`config.mk`:
```
export PLATFORM = sky130hd
export DESIGN_NAME = http_request_line_parser_flat
export DESIGN_NICKNAME = d
export VERILOG_FILES = /design/src/rtl/hrlp_pkg.sv /design/src/rtl/hrlp_if.sv /design/src/rtl/http_request_line_parser.sv /design/src/flat_wrapper.sv
export SDC_FILE = /design/constraint.sdc
export NUM_CORES = 1
export LEC_CHECK = 0
export BUFFER_PORTS_ARGS = -buffer_cell sky130_fd_sc_hd__buf_2
export CAP_MARGIN = 20
export CORE_ASPECT_RATIO = 0.75
export CORE_UTILIZATION = 50
export DETAILED_ROUTE_END_ITERATION = 7
export PLACE_DENSITY = 0.69
export RECOVER_POWER = 50
export SYNTH_ARGS = -nofsm -noshare
export SYNTH_HDL_FRONTEND = slang
export SYNTH_SLANG_ARGS = --single-unit
export TNS_END_PERCENT = 1
```
`constraint.sdc`:
```
create_clock -name clk_i -period 3.4 [get_ports clk_i]
set_input_delay 0.68 -clock clk_i [delete_from_list [all_inputs] [get_ports clk_i]]
set_output_delay 0.68 -clock clk_i [all_outputs]
set_load 0.1 [all_outputs]
```
`src/rtl/hrlp_pkg.sv`:
```
`timescale 1ns / 1ps
// ----------------------------------------------------------------------------
// hrlp_pkg
// Types, character constants and match helpers for the request line parser.
// ----------------------------------------------------------------------------
package hrlp_pkg;

  localparam logic [7:0] CH_CR  = 8'h0D;
  localparam logic [7:0] CH_LF  = 8'h0A;
  localparam logic [7:0] CH_SP  = 8'h20;
  localparam logic [7:0] CH_DOT = 8'h2E;

  localparam int unsigned NUM_EXT = 5;

  typedef enum logic [1:0] {
    METHOD_UNKNOWN = 2'd0,
    METHOD_GET     = 2'd1,
    METHOD_POST    = 2'd2
  } method_e;

  typedef enum logic [2:0] {
    EXT_UNKNOWN = 3'd0,
    EXT_HTML    = 3'd1,
    EXT_CSS     = 3'd2,
    EXT_JS      = 3'd3,
    EXT_JPG     = 3'd4,
    EXT_ICO     = 3'd5
  } ext_e;

  typedef enum logic [4:0] {
    PH_IDLE   = 5'b00001,
    PH_METHOD = 5'b00010,
    PH_NAME   = 5'b00100,
    PH_REST   = 5'b01000,
    PH_DONE   = 5'b10000
  } phase_e;

  // Padded with NUL so a two-bit index never leaves the table.
  localparam logic [7:0] GET_TEXT  [4] = '{"G", "E", "T", 8'h00};
  localparam logic [7:0] POST_TEXT [4] = '{"P", "O", "S", "T"};

  localparam logic [7:0] EXT_TEXT [NUM_EXT][4] = '{
    '{"h", "t", "m", "l"},
    '{"c", "s", "s", 8'h00},
    '{"j", "s", 8'h00, 8'h00},
    '{"j", "p", "g", 8'h00},
    '{"i", "c", "o", 8'h00}
  };
  localparam logic [2:0] EXT_LEN [NUM_EXT] = '{3'd4, 3'd3, 3'd2, 3'd3, 3'd3};

  typedef struct packed {
    logic [5:0]         len;
    logic               dot;
    logic [2:0]         ext_pos;
    logic [NUM_EXT-1:0] ext_flags;
  } name_t;

  localparam name_t NAME_CLEAR = '{len: 6'd0, dot: 1'b0, ext_pos: 3'd0,
                                   ext_flags: {NUM_EXT{1'b1}}};

  typedef struct packed {
    logic       filename_valid;
    logic [7:0] filename_char;
    logic       line_done;
    logic [1:0] method_code;
    logic [2:0] extension_code;
    logic [5:0] filename_length;
  } result_t;

  // Counts one filename byte and advances the extension match.
  function automatic name_t take_name_byte(name_t n, logic [7:0] c);
    name_t r;
    r = n;
    if (n.len != 6'd63) r.len = n.len + 6'd1;
    if (!n.dot) begin
      if (c == CH_DOT) r.dot = 1'b1;
    end else if (n.ext_pos >= 3'd4) begin
      r.ext_flags = '0;
      r.ext_pos   = 3'd5;
    end else begin
      for (int k = 0; k < NUM_EXT; k++) begin
        if (!(n.ext_pos < EXT_LEN[k] && c == EXT_TEXT[k][n.ext_pos[1:0]])) begin
          r.ext_flags[k] = 1'b0;
        end
      end
      r.ext_pos = n.ext_pos + 3'd1;
    end
    return r;
  endfunction

  // Lowest matching candidate wins.
  function automatic logic [2:0] ext_code(name_t n);
    logic [2:0] code;
    code = EXT_UNKNOWN;
    if (n.dot) begin
      for (int k = NUM_EXT - 1; k >= 0; k--) begin
        if (n.ext_flags[k] && n.ext_pos == EXT_LEN[k]) code = 3'(k + 1);
      end
    end
    return code;
  endfunction

endpackage

```
`src/rtl/hrlp_if.sv`:
```
`timescale 1ns / 1ps
// ----------------------------------------------------------------------------
// hrlp_if
// Valid/ready channels for header bytes in and parse results out.
// ----------------------------------------------------------------------------
interface hrlp_byte_if;
  logic       valid;
  logic       ready;
  logic [7:0] data_byte;
  logic       first_byte;
  logic       last_byte;

  modport source (output valid, data_byte, first_byte, last_byte, input ready);
  modport sink   (input valid, data_byte, first_byte, last_byte, output ready);
endinterface

interface hrlp_result_if;
  logic       valid;
  logic       ready;
  logic       filename_valid;
  logic [7:0] filename_char;
  logic       line_done;
  logic [1:0] method_code;
  logic [2:0] extension_code;
  logic [5:0] filename_length;

  modport source (output valid, filename_valid, filename_char, line_done, method_code,
                  extension_code, filename_length, input ready);
  modport sink   (input valid, filename_valid, filename_char, line_done, method_code,
                  extension_code, filename_length, output ready);
endinterface

```
`src/rtl/http_request_line_parser.sv`:
```
`timescale 1ns / 1ps
// ----------------------------------------------------------------------------
// http_request_line_parser
// Parses the first request line of a header byte stream: method, filename
// bytes, extension and filename length. One result item per byte item.
// ----------------------------------------------------------------------------
//  channel | dir | modport | carries
//  --------+-----+---------+------------------------------------------------
//  req_i   | in  | sink    | data_byte, first_byte, last_byte
//  res_o   | out | source  | filename_valid/char, line_done, method, ext, len
//
//  One item per clock while req_i is ready; its result is registered in the
//  output register, or in the skid register when the output is stalled.
//  Parse state updates at accept; the result lands in an output register
//  backed by a one-entry skid register, so req_i stays ready while a result
//  waits and only drops when both are full.
//  Reset clears the parser to waiting for a first byte and empties the output.
module http_request_line_parser
  import hrlp_pkg::*;
#(
  parameter int unsigned HEAD_LIMIT   = 64,
  parameter int unsigned METHOD_LIMIT = 16
) (
  input  logic          clk_i,
  input  logic          rst_ni,
  hrlp_byte_if.sink     req_i,
  hrlp_result_if.source res_o
);

  localparam int unsigned POS_MAX = (HEAD_LIMIT > METHOD_LIMIT) ? HEAD_LIMIT : METHOD_LIMIT;
  localparam int unsigned POS_W   = $clog2(POS_MAX + 1);

  // parse state
  phase_e           phase_q, phase_d;
  logic [POS_W-1:0] pos_q, pos_d;
  logic [1:0]       mflags_q, mflags_d;
  logic [1:0]       method_q, method_d;
  name_t            name_q, name_d;
  logic [2:0]       ext_q, ext_d;
  logic             cr_pending_q, cr_pending_d;
  logic             held_valid_q, held_valid_d;
  logic [7:0]       held_char_q, held_char_d;

  result_t res;
  logic    accept;
  logic    line_end;
  logic [7:0] c;

  // output stage
  logic    main_v_q, skid_v_q;
  result_t main_q, skid_q;

  assign c      = req_i.data_byte;
  assign accept = req_i.valid && req_i.ready;

  always_comb begin
    phase_d      = phase_q;
    pos_d        = pos_q;
    mflags_d     = mflags_q;
    method_d     = method_q;
    name_d       = name_q;
    ext_d        = ext_q;
    cr_pending_d = cr_pending_q;
    held_valid_d = held_valid_q;
    held_char_d  = held_char_q;
    res          = '0;
    line_end     = 1'b0;

    if (req_i.first_byte) begin
      phase_d      = PH_METHOD;
      pos_d        = '0;
      mflags_d     = 2'b11;
      method_d     = METHOD_UNKNOWN;
      name_d       = NAME_CLEAR;
      ext_d        = EXT_UNKNOWN;
      cr_pending_d = 1'b0;
      held_valid_d = 1'b0;
      held_char_d  = '0;
    end

    if (phase_d == PH_METHOD || phase_d == PH_NAME || phase_d == PH_REST) begin
      line_end = cr_pending_d && c == CH_LF;
      // A held byte goes out with the result of the byte after it; a CR that starts CR LF is dropped.
      if (held_valid_d) begin
        if (!(line_end && held_char_d == CH_CR)) begin
          res.filename_valid = 1'b1;
          res.filename_char  = held_char_d;
          if (held_char_d == CH_CR) name_d = take_name_byte(name_d, CH_CR);
        end
        held_valid_d = 1'b0;
      end
      cr_pending_d = (c == CH_CR);

      if (line_end) begin
        if (phase_d == PH_NAME) ext_d = ext_code(name_d);
        res.line_done   = 1'b1;
        res.method_code = method_d;
        if (method_d != METHOD_UNKNOWN) begin
          res.extension_code  = ext_d;
          res.filename_length = name_d.len;
        end
        phase_d = PH_DONE;
      end else if (phase_d == PH_METHOD) begin
        if (pos_d >= POS_W'(METHOD_LIMIT)) begin
          phase_d = PH_REST;
        end else if (c == CH_SP) begin
          if (mflags_d[0] && pos_d == POS_W'(3)) method_d = METHOD_GET;
          else if (mflags_d[1] && pos_d == POS_W'(4)) method_d = METHOD_POST;
          phase_d = (method_d != METHOD_UNKNOWN) ? PH_NAME : PH_REST;
        end else begin
          if (!(pos_d < POS_W'(3) && c == GET_TEXT[pos_d[1:0]])) mflags_d[0] = 1'b0;
          if (!(pos_d < POS_W'(4) && c == POST_TEXT[pos_d[1:0]])) mflags_d[1] = 1'b0;
        end
      end else if (phase_d == PH_NAME) begin
        if (pos_d >= POS_W'(HEAD_LIMIT)) begin
          name_d.len = '0;
          ext_d      = EXT_UNKNOWN;
          phase_d    = PH_REST;
        end else if (c == CH_SP) begin
          ext_d   = ext_code(name_d);
          phase_d = PH_REST;
        end else begin
          held_valid_d = 1'b1;
          held_char_d  = c;
          if (c != CH_CR) name_d = take_name_byte(name_d, c);
        end
      end

      if (pos_d != POS_W'(POS_MAX)) pos_d = pos_d + POS_W'(1);

      if (req_i.last_byte && phase_d != PH_DONE) begin
        res.line_done       = 1'b1;
        res.method_code     = METHOD_UNKNOWN;
        res.extension_code  = EXT_UNKNOWN;
        res.filename_length = '0;
        phase_d             = PH_DONE;
      end
      if (phase_d == PH_DONE) held_valid_d = 1'b0;
    end
  end

  always_ff @(posedge clk_i or negedge rst_ni) begin
    if (!rst_ni) begin
      phase_q      <= PH_IDLE;
      pos_q        <= '0;
      mflags_q     <= 2'b11;
      method_q     <= METHOD_UNKNOWN;
      name_q       <= NAME_CLEAR;
      ext_q        <= EXT_UNKNOWN;
      cr_pending_q <= 1'b0;
      held_valid_q <= 1'b0;
      held_char_q  <= '0;
    end else if (accept) begin
      phase_q      <= phase_d;
      pos_q        <= pos_d;
      mflags_q     <= mflags_d;
      method_q     <= method_d;
      name_q       <= name_d;
      ext_q        <= ext_d;
      cr_pending_q <= cr_pending_d;
      held_valid_q <= held_valid_d;
      held_char_q  <= held_char_d;
    end
  end

  // Output register with skid entry.
  assign req_i.ready = !skid_v_q;

  always_ff @(posedge clk_i or negedge rst_ni) begin
    if (!rst_ni) begin
      main_v_q <= 1'b0;
      skid_v_q <= 1'b0;
    end else if (!main_v_q || res_o.ready) begin
      if (skid_v_q) begin
        main_v_q <= 1'b1;
        skid_v_q <= 1'b0;
      end else begin
        main_v_q <= accept;
      end
    end else if (accept) begin
      skid_v_q <= 1'b1;
    end
  end

  always_ff @(posedge clk_i) begin
    if (!main_v_q || res_o.ready) begin
      if (skid_v_q) main_q <= skid_q;
      else if (accept) main_q <= res;
    end else if (accept) begin
      skid_q <= res;
    end
  end

  assign res_o.valid           = main_v_q;
  assign res_o.filename_valid  = main_q.filename_valid;
  assign res_o.filename_char   = main_q.filename_char;
  assign res_o.line_done       = main_q.line_done;
  assign res_o.method_code     = main_q.method_code;
  assign res_o.extension_code  = main_q.extension_code;
  assign res_o.filename_length = main_q.filename_length;

  // Assertions
  a_skid_behind_main: assert property (@(posedge clk_i) disable iff (!rst_ni)
    skid_v_q |-> main_v_q)
    else $error("skid entry holds an item while the output register is empty");

  a_done_closes_line: assert property (@(posedge clk_i) disable iff (!rst_ni)
    (accept && res.line_done) |=> phase_q == PH_DONE)
    else $error("line finished but parser did not move to done");

  a_held_needs_method: assert property (@(posedge clk_i) disable iff (!rst_ni)
    held_valid_q |-> (method_q == METHOD_GET || method_q == METHOD_POST))
    else $error("filename byte held without a recognized method");

  a_no_accept_when_full: assert property (@(posedge clk_i) disable iff (!rst_ni)
    (main_v_q && skid_v_q && !res_o.ready) |=> main_v_q && skid_v_q)
    else $error("stalled output lost an item");

endmodule
```
`src/flat_wrapper.sv`:
```
// flat-port wrapper written by rule: the top's interface ports become plain ports
module http_request_line_parser_flat import hrlp_pkg::*;
#(
  parameter int unsigned HEAD_LIMIT   = 64,
  parameter int unsigned METHOD_LIMIT = 16
)
  (clk_i, rst_ni, req_i_valid, req_i_data_byte, req_i_first_byte, req_i_last_byte, req_i_ready, res_o_valid, res_o_filename_valid, res_o_filename_char, res_o_line_done, res_o_method_code, res_o_extension_code, res_o_filename_length, res_o_ready);
  hrlp_byte_if req_i_i ();
  hrlp_result_if res_o_i ();
  input  logic clk_i;
  input  logic rst_ni;
  input wire logic [$bits(req_i_i.valid)-1:0] req_i_valid;
  input wire logic [$bits(req_i_i.data_byte)-1:0] req_i_data_byte;
  input wire logic [$bits(req_i_i.first_byte)-1:0] req_i_first_byte;
  input wire logic [$bits(req_i_i.last_byte)-1:0] req_i_last_byte;
  output wire logic [$bits(req_i_i.ready)-1:0] req_i_ready;
  output wire logic [$bits(res_o_i.valid)-1:0] res_o_valid;
  output wire logic [$bits(res_o_i.filename_valid)-1:0] res_o_filename_valid;
  output wire logic [$bits(res_o_i.filename_char)-1:0] res_o_filename_char;
  output wire logic [$bits(res_o_i.line_done)-1:0] res_o_line_done;
  output wire logic [$bits(res_o_i.method_code)-1:0] res_o_method_code;
  output wire logic [$bits(res_o_i.extension_code)-1:0] res_o_extension_code;
  output wire logic [$bits(res_o_i.filename_length)-1:0] res_o_filename_length;
  input wire logic [$bits(res_o_i.ready)-1:0] res_o_ready;
  assign req_i_i.valid = req_i_valid;
  assign req_i_i.data_byte = req_i_data_byte;
  assign req_i_i.first_byte = req_i_first_byte;
  assign req_i_i.last_byte = req_i_last_byte;
  assign req_i_ready = req_i_i.ready;
  assign res_o_valid = res_o_i.valid;
  assign res_o_filename_valid = res_o_i.filename_valid;
  assign res_o_filename_char = res_o_i.filename_char;
  assign res_o_line_done = res_o_i.line_done;
  assign res_o_method_code = res_o_i.method_code;
  assign res_o_extension_code = res_o_i.extension_code;
  assign res_o_filename_length = res_o_i.filename_length;
  assign res_o_i.ready = res_o_ready;
  http_request_line_parser #(.HEAD_LIMIT(HEAD_LIMIT), .METHOD_LIMIT(METHOD_LIMIT)) u_core (.clk_i(clk_i), .rst_ni(rst_ni), .req_i(req_i_i), .res_o(res_o_i));
endmodule
```
Yosys cells after proc, flatten, opt, wreduce, memory -nomap -nowiden
Cells that the tools add are included.
{"block": "totals", "word_cells": 261, "latchBits": 0, "ff_bits": 88, "rom_bits": 0, "n_memories": 0, "in_bits": 14, "output_inout_bits": 23, "ramBits": 0}
{"block": "classes", "mux": 146, "shifts": 0, "n_addsub": 5, "div_mod_pow": 0, "n_eq_ne": 31, "bitwise_logic": 4, "reduce_logical": 34, "multipliers": 0, "order_cmp": 15}
{"op": "2-to-1 mux 8 bit", "count": 35}
{"op": "binary-select mux 8 bit (select 2 bit)", "count": 12}
{"op": "2-to-1 mux 15 bit", "count": 11}
{"op": "2-to-1 mux 21 bit", "count": 3}
{"op": "2-to-1 mux 5 bit", "count": 12}
{"op": "equality test 8 bit", "count": 7}
{"op": "2-to-1 mux 3 bit", "count": 14}
{"op": "equality test 4 x 8 -> 1 bit, first input constant", "count": 5}
{"op": "2-to-1 mux 2 bit", "count": 19}
{"op": "2-to-1 mux 9 bit", "count": 4}
{"op": "2-to-1 mux 1 bit", "count": 27}
{"op": "equality test 8 x 4 -> 1 bit, second input constant", "count": 3}
{"op": "2-to-1 mux 12 bit", "count": 2}
{"op": "logical AND 1 bit", "count": 23}
{"op": "2-to-1 mux 7 bit", "count": 3}
{"op": "2-to-1 mux 6 bit", "count": 3}
{"op": "equality test 8 x 6 -> 1 bit, second input constant", "count": 2}
{"op": "greater-or-equal comparator 3 bit, second input constant", "count": 5}
{"op": "adder 6 x 1 -> 6 bit, second input constant", "count": 2}
{"op": "less-than comparator 3 x 2 -> 1 bit, second input constant", "count": 4}
{"op": "inequality test 6 bit, second input constant", "count": 2}
{"op": "inverter 2 -> 3 bit", "count": 3}
{"op": "inequality test 8 x 4 -> 1 bit, second input constant", "count": 1}
{"op": "nonzero test 2 bit", "count": 4}
{"op": "22 further kinds", "count": 29}

Logic depth before layout (Yosys ltp)
Gate-level depths: netlist of run 1.
{"block": "logic_depth", "depth_word": 30, "depth_mapped": 16, "depth_no_buf": 13}

Worst setup path before layout of run 1
No wires, ideal clock.
{"block": "synth_path", "kind": "input-to-reg", "startpoint": "input req_i_data_byte[6]", "endpoint": "register u_core.ext_q[0]", "path_slack_ps": -199, "arrival_ps": 3517, "stages": 16, "required_time_ps": 3318, "cell_sequence": "buf_2 and4bb_2 and3_1 buf_2 o21ai_0 a21boi_0 buf_2 nor2b_1 ha_1 nand3b_1 nand2_1 a21oi_1 nor4_1 a31oi_1 or3_1 a31oi_1"}
{"block": "synth_via", "elab_chain_len": 20, "word_cells_on_any_way": 28, "cone_classes": "eq/ne (5); mux (16); reduce/logical (7)"}
{"item": "from (decl)", "line_no": "flat_wrapper.sv:13", "text": "input wire logic [$bits(req_i_i.data_byte)-1:0] req_i_data_byte;"}
{"item": "equality test 8 x 4 -> 1 bit", "line_no": "http_request_line_parser.sv:82", "text": "line_end = cr_pending_d && c == CH_LF;"}
{"item": "logical AND 1 bit", "line_no": "http_request_line_parser.sv:82"}
{"item": "logical AND 1 bit", "line_no": "http_request_line_parser.sv:85", "text": "if (!(line_end && held_char_d == CH_CR)) begin"}
{"item": "2-to-1 mux 15 bit", "line_no": "http_request_line_parser.sv:85"}
{"item": "2-to-1 mux 15 bit", "line_no": "http_request_line_parser.sv:84", "text": "if (held_valid_d) begin"}
{"item": "2-to-1 mux 15 bit", "line_no": "http_request_line_parser.sv:81", "text": "if (phase_d == PH_METHOD || phase_d == PH_NAME || phase_d == PH_REST) begin"}
{"item": "equality test 3 x 2 -> 1 bit", "line_no": "hrlp_pkg.sv:97", "text": "if (n.ext_flags[k] && n.ext_pos == EXT_LEN[k]) code = 3'(k + 1);"}
{"item": "logical AND 1 bit", "line_no": "hrlp_pkg.sv:97"}
{"item": "2-to-1 mux 3 bit (5 in a row)", "line_no": "hrlp_pkg.sv:97"}
{"item": "2-to-1 mux 3 bit", "line_no": "hrlp_pkg.sv:95", "text": "if (n.dot) begin"}
{"item": "2-to-1 mux 3 bit", "line_no": "http_request_line_parser.sv:119", "text": "end else if (c == CH_SP) begin"}
{"item": "2-to-1 mux 3 bit", "line_no": "http_request_line_parser.sv:115", "text": "if (pos_d >= POS_W'(HEAD_LIMIT)) begin"}
{"item": "2-to-1 mux 3 bit", "line_no": "http_request_line_parser.sv:114", "text": "end else if (phase_d == PH_NAME) begin"}
{"item": "2-to-1 mux 3 bit", "line_no": "http_request_line_parser.sv:103", "text": "end else if (phase_d == PH_METHOD) begin"}
{"item": "2-to-1 mux 3 bit (*)", "line_no": "http_request_line_parser.sv:94", "text": "if (line_end) begin"}
{"item": "2-to-1 mux 3 bit (*)", "line_no": "http_request_line_parser.sv:81"}
{"item": "to (signal assigned)", "line_no": "http_request_line_parser.sv:159", "text": "ext_q <= ext_d;"}
{"item": "to (decl)", "line_no": "http_request_line_parser.sv:39", "text": "logic [2:0] ext_q, ext_d;"}
Mark *: on every way between the ends. The rest lies on a longest branch, timed or not. The select of a mux whose other input is x is not followed.
A chain may end at the register's enable or synchronous reset.

Worst setup path after layout of run 1
{"block": "layout_path", "startpoint": "register u_core.held_char_q[4]", "endpoint": "register u_core.name_q[13] (netlist name)"}
{"block": "layout_via", "elab_chain_len": 15, "word_cells_on_any_way": 17, "cone_classes": "add/sub (1); eq/ne (2); mux (13); reduce/logical (1)"}
{"item": "from (decl)", "line_no": "http_request_line_parser.sv:42", "text": "logic [7:0] held_char_q, held_char_d;"}
{"item": "from (signal assigned)", "line_no": "http_request_line_parser.sv:162", "text": "held_char_q <= held_char_d;"}
{"item": "2-to-1 mux 8 bit (*)", "line_no": "http_request_line_parser.sv:69", "text": "if (req_i.first_byte) begin"}
{"item": "equality test 8 x 4 -> 1 bit (*)", "line_no": "http_request_line_parser.sv:85, http_request_line_parser.sv:88"}
{"item": "2-to-1 mux 15 bit or logical AND 1 bit (tied branches)", "line_no": "http_request_line_parser.sv:88, http_request_line_parser.sv:85"}
{"item": "2-to-1 mux 15 bit (*)", "line_no": "http_request_line_parser.sv:85"}
{"item": "2-to-1 mux 15 bit (*)", "line_no": "http_request_line_parser.sv:84"}
{"item": "2-to-1 mux 15 bit (*)", "line_no": "http_request_line_parser.sv:81"}
{"item": "adder 6 x 1 -> 6 bit or inequality test 6 bit (tied branches)", "line_no": "hrlp_pkg.sv:74", "text": "if (n.len != 6'd63) r.len = n.len + 6'd1;"}
{"item": "2-to-1 mux 6 bit", "line_no": "hrlp_pkg.sv:74"}
{"item": "2-to-1 mux 15 bit", "line_no": "http_request_line_parser.sv:125", "text": "if (c != CH_CR) name_d = take_name_byte(name_d, c);"}
{"item": "2-to-1 mux 15 bit", "line_no": "http_request_line_parser.sv:119"}
{"item": "2-to-1 mux 6 bit", "line_no": "http_request_line_parser.sv:115"}
{"item": "2-to-1 mux 15 bit", "line_no": "http_request_line_parser.sv:114"}
{"item": "2-to-1 mux 15 bit", "line_no": "http_request_line_parser.sv:103"}
{"item": "2-to-1 mux 15 bit (*)", "line_no": "http_request_line_parser.sv:94"}
{"item": "2-to-1 mux 15 bit (*)", "line_no": "http_request_line_parser.sv:81"}
{"item": "to (signal assigned)", "line_no": "http_request_line_parser.sv:158", "text": "name_q <= name_d;"}
{"item": "to (decl)", "line_no": "http_request_line_parser.sv:38", "text": "name_t name_q, name_d;"}
Marked as above.

==> results of run 1 <==
sequential cells by signal (all words and copies together) (netlist names):
signal	cells
u_core.ext_q	3
u_core.res_o.extension_code	3
u_core.res_o.filename_valid	1
u_core.pos_q	7
u_core.res_o.valid	1
u_core.mflags_q	2
u_core.phase_q	5
u_core.res_o.line_done	1
u_core.name_q	15
u_core.res_o.method_code	2
u_core.skid_q	21
u_core.method_q	2
u_core.held_char_q	8
u_core.cr_pending_q	1
u_core.res_o.filename_length	6
u_core.skid_v_q	1
u_core.held_valid_q	1
u_core.res_o.filename_char	8
synthesized netlist by cell type (8+ instances only):
library cell / instances / area, µm²
and2_1: 14 / 87.58
inv_1: 13 / 48.80
edfxtp_1: 42 / 1261
nor2b_1: 16 / 100.1
mux2_2: 18 / 202.7
a31oi_1: 9 / 56.30
a21oi_1: 22 / 110.1
nor2_1: 52 / 195.2
nor3_1: 18 / 90.09
xnor2_1: 9 / 78.83
nand2_1: 51 / 191.4
and3_1: 10 / 62.56
nand3_1: 19 / 95.09
dfrtp_1: 38 / 950.9
clkbuf_1: 19 / 71.32
o21ai_0: 36 / 180.2
nand2b_1: 10 / 62.56
o31ai_1: 10 / 75.07
dfstp_2: 8 / 210.2
ha_1: 8 / 100.1
critical path, stage by stage (launching register included):
cell and delay, ps:
dfrtp_1 410, or4b_4 560, or4_4 500, nor2_2 110, o21a_1 200, mux2i_1 130, inv_1 80, ha_1 150
and2_1 170, nand2_2 70, or4_1 410, a32o_1 270
cells in the final DEF, fill, tap and decap left out, drive strengths merged, types with 4 or more instances in the layout:
cell    synthesis  layout
a211oi          4       4
nand2b         10      10
nand3b          4       4
xnor2           9       9
nand4           7       7
nor4            5       5
a22o            7       7
nor4b           5       5
a32o            7       7
nor2           53      53
dfrtp          38      38
mux2           18      18
mux2i           6       6
o31ai          10      10
edfxtp         42      42
inv            14      14
and4            5       5
o22a            6       6
nor3           22      22
nor2b          16      16
nand3          19      19
dfstp           8       8
or3             6       6
a31oi           9       9
clkbuf         19      39
nand4b          4       4
a21oi          22      22
and2           14      14
buf             9      57
nor3b           4       4
and3           10      10
o21ai          38      38
nand2          52      52
ha              8       8
logic make-up (layout without fill, tap and decap cells):
kind of cell             Yosys count  count (layout)  synth area share, %
AND/OR/NAND/NOR                  249             249                26.00
AO/OA/AOI/OAI                    127             127                16.02
flip-flops                        88              88                46.10
buffers and inverters             42             115                3.143
multiplexers                      24              24                5.000
XOR/XNOR                          11              11                1.833
adder cells (fa/ha/maj)            8               8                1.905
layout make-up:
| cell class | count | area [µm²] |
|---|---|---|
| multi-input combinational | 419 | 2698 |
| tap | 136 | 170.2 |
| clock inverter | 5 | 81.33 |
| fill | 940 | 4093 |
| sequential | 88 | 2422 |
| timing repair buffer | 85 | 500.5 |
| clock buffer | 11 | 232.7 |
| inverter | 14 | 52.55 |
metal layers:
layer	vias up	track usage, %	share of wire (%)
li1	2189	-	-
met2	191	39.80	44
met1	2226	40.10	47
met3	21	4.798	7.4
met4	0	9.053	1.8
met5	-	0	0
through the flow:
step / power, W / worst slack (ps) / std cells / hold WS, ps / util (%)
finish: 0.002962 / 201.6 / 758 / 375.5 / 60.07
global route: 0.003080 / 8.179 / 758 / 424.7 / 60.07
CTS: 0.002980 / 127.0 / 756 / 490.9 / 60.19
detailed placement: 0.001930 / -89.08 / 740 / 469.9 / 57.13
global placement: 0.001914 / 1.867 / 740 / 458.8 / 57.13
floorplan: 0.001748 / -12.06 / 549 / 384.4 / -
path summary, 6_finish.rpt:
| path | startpoint | to | slack, ps | cells after the start |
|---|---|---|---|---|
| max in group asynchronous | rst_ni | u_core.held_char_q[2] | 890 | 2 |
| hold / removal | rst_ni | u_core.name_q[7] | 380 | 1 |
| setup / recovery | u_core.held_char_q[4] | u_core.name_q[13] | 200 | 11 |
| hold reg to reg | u_core.cr_pending_q | u_core.cr_pending_q | 490 | 2 |
| min in group clk_i | u_core.cr_pending_q | u_core.cr_pending_q | 490 | 2 |
| setup reg to reg | u_core.held_char_q[4] | u_core.name_q[13] | 200 | 11 |
timing repair:
action                     4_1_cts  5_1_grt
hold buffers                     0        0
setup endpoints to repair        0        7
hold endpoints to repair         0        0
gates resized for setup          0        5
setup buffers                    0        1
power groups by stage:
stage / Sequential, W / Combinational [W] / Clock [W]
after CTS: 0.00127 / 0.000644 / 0.00107
after global routing: 0.00128 / 0.000689 / 0.00111
after floorplan: 0.00143 / 0.000320 / 0
after global placement: 0.00129 / 0.000628 / 0
final: 0.00127 / 0.000642 / 0.00105
after detailed placement: 0.00129 / 0.000641 / 0
==> impl_results.md, run 1 <==
* Status: complete, but fails checks
* Failing checks: capacitance limit, slew limit
* Leak at 2.356 nW
* Fmax at 0.3127 GHz
* Avg Vias per Cell at 6.104
* Largest net degree at the start of global routing at 44
* Initial antenna violation count at 1
* Slew margin rel. at -20.85%
* Vias in the first global route at 4328
* Nets@finish at 639
* Sequential Power Share at 42.9%
* Area growth syn-to-layout at 17.17%
* Crit path DAT at 3420 ps
* CTS Buffer Depth at 2
* HPWL after DPL at 10.21 mm
* CTS tree: yes
* Core area at 10250 µm²
* Synthesized cell area at 5255 µm²
* FP Rows at 32
* Slew at the pin with the worst max-slew slack at 1813 ps
* DRT Wirelength at 14.10 mm
* Switching pwr at 0.0009263 W
* Drt pass-1 iters at 5
* Netlist cell types at 67
* CP Launch Type: flop
* EDFF count, synth at 42
* Final Cycle Share at 94.07%
* Final setup viols at 0
* First-pass GRT wire length at 22.76 mm
* Tmin final at 3198 ps
* Clock-pin slew on the worst setup and hold paths at 60 ps
* Setup Skew at 6.820 ps
* Number of inserted diodes at 0
* Cells after Synth at 549
* Unrepaired setup endpoints after global routing: false
* Register area share after synthesis at 46.10%
* Max-slew violations at 32
* DRC at 0
* GP Congestion at 0.9481
* Required time worst endpoint at 3630 ps
* Sw Share at 31.27%
* Clock Latency Late Sink at 340 ps
* Die area at 10930 µm²
* CTS Sinks at 88
* Worst setup EP type: flop
* CTS Root Cell: clkbuf_16
* Top_reg_cell synth: edfxtp_1
* Starting Density at 51.27%
* Hold crit path type: input pin to asynchronous set/reset pin
* Synth Net Count at 571
* Post-route cell area at 6157 µm²
* DP Area at 5856 µm²
* Proportion of layout cells with a drive suffix above 1 at 19.29%
* H-tree depth at 3
* Max FO, Critical Path at 4
* Ports at 37
* Clock Power Share at 35.4%
* Worst vdd ir at 0.2451 mV
* Via count at 4627
* Total CTS buffers at 9
* I/O Buffers at 36
* MaxCap Viol Count at 1
* Synth async-reset ratio at 52.27%
* Die X at 120.4 µm
* YS warnings at 0
* Syn Area/Cell at 9.572 µm²
* Setup Crit Path Kind: flop to flop
* DR WL/cell at 18.60 µm
* GRT Total Usage at 27.07%
* Die Height at 90.79 µm
* DRT iter0 DRCs at 338
* #FFs+latches synth at 88
* ANT nets after route at 0
* P_int at 0.002035 W
* Gate power share at 21.7%
* Setup TNS at 0 ps
* Total grt overflow at 0
* Fin. Hold Viols at 0
* Power per cell area at 481.0 nW/µm²
(Power assumes the default switching activity.)
==> run 2: changes to the inputs <==
==> constraint.sdc (replaced) <==
create_clock -name clk_i -period 2.94 [get_ports clk_i]
set_input_delay 0.147 -clock clk_i [delete_from_list [all_inputs] [get_ports clk_i]]
set_output_delay 0.147 -clock clk_i [all_outputs]
set_load 0.1 [all_outputs]
==> impl_results.md, run 2 (same netlist as run 1, synthesis figures left out) <==
* Max FO, Critical Path at 4 (unchanged)
* Number of inserted diodes at 0 (unchanged)
* Area growth syn-to-layout at 20.14% (was 17.17%)
* DR WL/cell at 18.74 µm (was 18.60 µm)
* Power per cell area at 539.7 nW/µm² (was 481.0 nW/µm²)
* Largest net degree at the start of global routing at 47 (was 44)
* Initial antenna violation count at 0 (was 1)
* Placed Instances at 753 (was 740)
* Required time worst endpoint at 3210 ps (was 3630 ps)
* Met1 Usage GRT at 40.55% (was 40.10%)
* Hold crit path type: input pin to flop (was input pin to asynchronous set/reset pin)
* Clock Latency Late Sink at 350 ps (was 340 ps)
* Unrepaired setup endpoints after global routing: true (was false)
* DRT Wirelength at 14.47 mm (was 14.10 mm)
* Slew margin rel. at 0.9639% (was -20.85%)
* Largest register FFs at 21 (unchanged)
* Die area at 10930 µm² (unchanged)
* HPWL after DPL at 10.68 mm (was 10.21 mm)
* Fillers at 888 (was 940)
* Clock-pin slew on the worst setup and hold paths at 70 ps (was 60 ps)
* Commonest non-fill, non-tap cells in the layout: buf_4, nor2_1, nand2_1 (was nor2_1, nand2_1, buf_4)
* Tmin final at 2957 ps (was 3198 ps)
* Ports at 37 (unchanged)
* DRT iter0 DRCs at 444 (was 338)
* Worst Setup SP: u_core.held_char_q[7] (was u_core.held_char_q[4])
* Die X at 120.4 µm (unchanged)
* Leak at 2.432 nW (was 2.356 nW)
* Worst vdd ir at 0.2671 mV (was 0.2451 mV)
* Total CTS buffers at 9 (unchanged)
* Nets@finish at 653 (was 639)
* Switching pwr at 0.001121 W (was 0.0009263 W)
* Failing checks: setup timing (was capacitance limit, slew limit)
* Met2 Use GR at 41.04% (was 39.80%)
* DP Area at 5982 µm² (was 5856 µm²)
* Avg Vias per Cell at 6.067 (was 6.104)
* CTS Sinks at 88 (unchanged)
* P_int at 0.002287 W (was 0.002035 W)
* Commonest non-fill, non-tap cell in the layout: buf_4
* DRC at 0 (unchanged)
* Largest registers: u_core.skid_q (21), u_core.name_q (15) (unchanged)
* GRT Total Usage at 27.80% (was 27.07%)
* Sequential Power Share at 43.1% (was 42.9%)
* Post-route cell area at 6314 µm² (was 6157 µm²)
* Setup TNS at -18.56 ps (was 0 ps)
* Setup Crit Path Kind: flop to flop (unchanged)
* Slew at the pin with the worst max-slew slack at 1486 ps (was 1813 ps)
* CTS tree: yes (unchanged)
* CP Launch Type: flop (unchanged)
* Final Core Density at 61.60% (was 60.07%)
* Finished Layout Cells at 772 (was 758)
* Crit path DAT at 3230 ps (was 3420 ps)
* Via count at 4684 (was 4627)
* Sw Share at 32.89% (was 31.27%)
* Gr busiest metal: met2 (was met1)
* Status: complete, but fails checks (unchanged)
* Core area at 10250 µm² (unchanged)
* ANT nets after route at 0 (unchanged)
* Worst setup EP type: flop (unchanged)
* Hold Path Origin: req_i_valid
* Starting Density at 51.27% (unchanged)
* Max-slew violations at 0 (was 32)
* Drt pass-1 iters at 4 (was 5)
* Die Height at 90.79 µm (unchanged)
* CTS Buffer Depth at 2 (unchanged)
* Setup Skew at 6.641 ps (was 6.820 ps)
* FP Rows at 32 (unchanged)
* Final setup viols at 2 (was 0)
* Total grt overflow at 0 (unchanged)
* First-pass GRT wire length at 23.30 mm (was 22.76 mm)
* Hold EP: u_core.res_o.valid
* Final Cycle Share at 100.6% (was 94.07%)
* MaxCap Viol Count at 0 (was 1)
* I/O Buffers at 36 (unchanged)
* M3 GR Usage at 6.313% (was 4.798%)
* Reg2Reg Setup Slack at -20 ps (was 200 ps)
* Proportion of layout cells with a drive suffix above 1 at 22.33% (was 19.29%)
* Gate power share at 22.2% (was 21.7%)
* CTS Root Cell: clkbuf_16 (unchanged)
* Vias in the first global route at 4429 (was 4328)
* Fmax at 0.3381 GHz (was 0.3127 GHz)
* Final worst slack at -17.40 ps (was 201.6 ps)
* Worst R2R End: u_core.ext_q[0] (was u_core.name_q[13])
* R2R Path Start: u_core.held_char_q[7] (was u_core.held_char_q[4])
* Worst Hold Depth at 3
* Fin. Hold Viols at 0 (unchanged)
* Clock Power Share at 34.7% (was 35.4%)
* Largest Register: u_core.skid_q (unchanged)
* GP Congestion at 0.9211 (was 0.9481)
* H-tree depth at 3 (unchanged)
* R2R cell count at 14 (was 11)
[run 2: worst max path at each step]
stage                             end  slack, ps  cells after the start
detailed placement    u_core.ext_q[0]       -160                     14
finish                u_core.ext_q[0]        -20                     14
global placement      u_core.ext_q[0]        -50                     14
global route          u_core.ext_q[0]       -270                     14
CTS                 u_core.name_q[13]        -10                     10
floorplan           u_core.name_q[13]        -50                     10
[run 2: timing repair]
item / 4_1_cts / 5_1_grt
pin swaps: 1 / 2
buffers inserted: 0 / 1
hold buffers: 0 / 1
endpoints found under the setup margin: 5 / 12
gates resized for setup: 6 / 7
hold endpoints to repair: 0 / 15
[run 2: worst max-delay path, stage by stage, from the launching register on]
cell      delay (ps)
dfrtp_1          380
buf_4            140
nor4b_2          270
nand4_1          210
o21ai_1          200
a21boi_2         190
nor2b_1          180
ha_2             230
nand3b_1          80
nand2_1           70
a21oi_1           80
nor4_2           210
a31oi_1          110
or3_1            330
a31oi_1          180
[run 2: final cells by class]
| cell class | count | area [µm²] | share of cell area [%] |
|---|---|---|---|
| clock buffer | 9 | 225.2 | 3.567 |
| tap | 136 | 170.2 | 2.695 |
| sequential | 88 | 2422 | 38.37 |
| timing repair buffer | 99 | 606.8 | 9.612 |
| inverter | 14 | 52.55 | 0.8323 |
| clock inverter | 7 | 78.83 | 1.249 |
| multi-input combinational | 419 | 2758 | 43.68 |
[run 2: per-layer routing]
| layer | part of all wire, % | wire length [µm] |
|---|---|---|
| met1 | 47 | 6821 |
| met5 | 0 | 0 |
| met2 | 44 | 6366 |
| met4 | 2.0 | 287 |
| met3 | 6.9 | 995 |
[run 2: power groups by stage]
stage,Sequential (W),Clock [W],Combinational (W)
floorplan,0.00165,0,0.000369
finish,0.00147,0.00118,0.000758
detailed placement,0.00149,0,0.000752
global route,0.00148,0.00124,0.000813
global placement,0.00148,0,0.000740
CTS,0.00147,0.00120,0.000755
[run 2: stage by stage]
| stage | setup WS (ps) | power (W) | hold slack (ps) |
|---|---|---|---|
| floorplan | -50.17 | 0.002020 | -148.6 |
| global placement | -45.13 | 0.002224 | 404.2 |
| detailed placement | -164.2 | 0.002241 | 415.5 |
| CTS | -12.66 | 0.003418 | 54.23 |
| global route | -270.2 | 0.003535 | 59.04 |
| finish | -17.40 | 0.003407 | 63.12 |
==> run 3: changes to the inputs <==
- CTS_CLUSTER_DIAMETER: not set -> 30
- RECOVER_POWER: 50 -> 25
==> impl_results.md, run 3 (same netlist as run 1, synthesis figures left out) <==
* Setup Skew at 7.049 ps (was 6.641 ps)
* Tmin final at 2952 ps (was 2957 ps)
* Failing checks: capacitance limit, slew limit, setup timing (was setup timing)
* Most frequent CP cell: a31oi_1 (unchanged)
* First-pass GRT wire length at 23.30 mm (unchanged)
* Nets@finish at 653 (unchanged)
* Worst R2R End: u_core.ext_q[0] (unchanged)
* HPWL after DPL at 10.68 mm (unchanged)
* Status: complete, but fails checks (unchanged)
* Fmax at 0.3387 GHz (was 0.3381 GHz)
* Setup Crit Path Kind: flop to flop (unchanged)
* Total CTS buffers at 9 (unchanged)
* Largest Register: u_core.skid_q (unchanged)
* Vias in the first global route at 4429 (unchanged)
* Largest net degree at the start of global routing at 47 (unchanged)
* GRT Total Usage at 27.80% (unchanged)
* Post-route cell area at 6357 µm² (was 6314 µm²)
* Commonest non-fill, non-tap cells in the layout: buf_4, nor2_1, nand2_1 (unchanged)
* Place WS at -164.2 ps (unchanged)
* Met1 Usage GRT at 40.55% (unchanged)
* CTS Root Cell: clkbuf_16 (unchanged)
* P_int at 0.002297 W (was 0.002287 W)
* CP Launch Type: flop (unchanged)
* R2R cell count at 14 (unchanged)
* CTS Buffer Depth at 2 (unchanged)
* Met2 Use GR at 41.04% (unchanged)
* Hold EP: u_core.res_o.valid (unchanged)
* Reg2Reg Setup Slack at -10 ps (was -20 ps)
* Required time worst endpoint at 3210 ps (about the same)
* CTS tree: yes (unchanged)
* DRC at 0 (unchanged)
* Area growth syn-to-layout at 20.98% (was 20.14%)
* ANT nets after route at 0 (unchanged)
* Power per cell area at 537.4 nW/µm² (was 539.7 nW/µm²)
* Total grt overflow at 0 (unchanged)
* Worst path slowest cell: dfrtp_1 (unchanged)
* Multi-input logic area at 2758 µm² (unchanged)
* R2R Path Start: u_core.held_char_q[7] (unchanged)
* Via count at 4703 (was 4684)
* Max FO, Critical Path at 4 (unchanged)
* Crit path cell chain: buf_4, nor4b_2, nand4_1, o21ai_1, a21boi_2, nor2b_1, ha_2, nand3b_1, nand2_1, a21oi_1, nor4_2, a31oi_1, or3_1, a31oi_1 (unchanged)
* Die Height at 90.79 µm (unchanged)
* M3 GR Usage at 6.313% (unchanged)
* DR WL/cell at 18.73 µm (was 18.74 µm)
* Worst Hold Depth at 3 (unchanged)
* Register Area at 2422 µm² (unchanged)
* Initial antenna violation count at 0 (unchanged)
* Starting Density at 51.27% (unchanged)
* Worst hold slack at 60.65 ps (was 63.12 ps)
* Gr busiest metal: met2 (unchanged)
* MaxCap Viol Count at 1 (was 0)
* DRT Wirelength at 14.46 mm (was 14.47 mm)
* CTS Sinks at 88 (unchanged)
* Clock-pin slew on the worst setup and hold paths at 70 ps (about the same)
* Ports at 37 (unchanged)
* Fin. Hold Viols at 0 (unchanged)
* GP Congestion at 0.9211 (unchanged)
* Leak at 2.515 nW (was 2.432 nW)
* Unrepaired setup endpoints after global routing: true (unchanged)
* Commonest non-fill, non-tap cell in the layout: buf_4 (unchanged)
* Clock Power Share at 34.5% (was 34.7%)
* Switching pwr at 0.001119 W (was 0.001121 W)
* Crit path DAT at 3220 ps (was 3230 ps)
* Sequential Power Share at 43.0% (was 43.1%)
* Die X at 120.4 µm (unchanged)
* Gate power share at 22.5% (was 22.2%)
* Clock Latency Late Sink at 350 ps (about the same)
* Worst setup EP type: flop (unchanged)
* Worst vdd ir at 0.2657 mV (was 0.2671 mV)
* Drt pass-1 iters at 5 (was 4)
* Sw Share at 32.77% (was 32.89%)
* Proportion of layout cells with a drive suffix above 1 at 26.73% (was 22.33%)
* Slew margin rel. at -1.577% (was 0.9639%)
* Fillers at 872 (was 888)
* Final Power at 0.003416 W (was 0.003407 W)
* Number of inserted diodes at 0 (unchanged)
* DRT iter0 DRCs at 487 (was 444)
* Final Cycle Share at 100.4% (was 100.6%)
* Top delay family on crit path: simple AND/OR/NAND/NOR gates (unchanged)
* DP Area at 5982 µm² (unchanged)
* Hold Path Origin: req_i_valid (unchanged)
* Critical Path Max Stage Delay at 380 ps (about the same)
* Final worst slack at -12.36 ps (was -17.40 ps)
* Slew at the pin with the worst max-slew slack at 1524 ps (was 1486 ps)
* Largest registers: u_core.skid_q (21), u_core.name_q (15) (unchanged)
* Largest register FFs at 21 (unchanged)
* Final setup viols at 1 (was 2)
* FP Rows at 32 (unchanged)
* Die area at 10930 µm² (unchanged)
* Avg Vias per Cell at 6.092 (was 6.067)
* Core area at 10250 µm² (unchanged)
* H-tree depth at 3 (unchanged)
* I/O Buffers at 36 (unchanged)
* Worst Path Buf+Inv at 1 (unchanged)
* Hold crit path type: input pin to flop (unchanged)
* Max-slew violations at 26 (was 0)
run 3: changes by cell type in the layout (fill, tap and decap cells not counted), sizes merged:
| cell | delta |
|---|---|
| buf | +27 |
| clkbuf | -27 |
run 3: layout make-up:
class | count | area share, %
Clock buffer | 9 | 3.543
Clock inverter | 7 | 1.240
Inverter | 14 | 0.8266
Multi-Input combinational cell | 419 | 43.38
Sequential cell | 88 | 38.10
Tap cell | 136 | 2.677
Timing Repair Buffer | 99 | 10.23
run 3: worst register-to-register path, delay by kind of cell (launching register included):
kind / cells / cell delay (ps)
adders and majority gates: 1 / 230
DFF: 1 / 380
AOI/OAI and AO/OA: 5 / 780
buffers and inverters: 1 / 140
and+or+nand+nor: 7 / 1340
run 3: worst max path at each step:
| stage | from | end | cells past startpoint |
|---|---|---|---|
| finish | u_core.held_char_q[7] | u_core.ext_q[0] | 14 |
| global route | u_core.held_char_q[7] | u_core.ext_q[0] | 14 |
| CTS | u_core.held_char_q[6] | u_core.name_q[13] | 10 |
| detailed placement | u_core.held_char_q[7] | u_core.ext_q[0] | 14 |
| global placement | u_core.held_char_q[7] | u_core.ext_q[0] | 14 |
| floorplan | u_core.held_char_q[7] | u_core.name_q[13] | 10 |
run 3: metal layers:
layer	up-vias	part of all wire [%]	routed length [µm]
met5	-	0	0
met4	0	2.0	285
met3	25	8.4	1214
met2	208	44	6372
met1	2267	46	6590
li1	2203	-	-
run 3: repair_timing:
action,4_1_cts,5_1_grt
resized for setup,6,7
setup buffers,0,1
endpoints found under the hold margin,0,15
endpoints found under the setup margin,5,12
hold buffers,0,1
pin swaps,1,2
run 3: power by group through the flow:
stage / Sequential [W] / Combinational [W] / Clock, W
final: 0.00147 / 0.000768 / 0.00118
after global routing: 0.00148 / 0.000824 / 0.00124
after detailed placement: 0.00149 / 0.000752 / 0
after CTS: 0.00147 / 0.000755 / 0.00120
after floorplan: 0.00165 / 0.000369 / 0
after global placement: 0.00148 / 0.000740 / 0
run 3: per-stage QoR:
step	instances	setup TNS (ps)	util [%]
after floorplan	549	-126.1	-
after global routing	772	-3281	62.02
after CTS	769	-12.66	61.63
final	772	-12.36	62.02
after detailed placement	753	-316.3	58.36
after global placement	753	-47.86	58.36
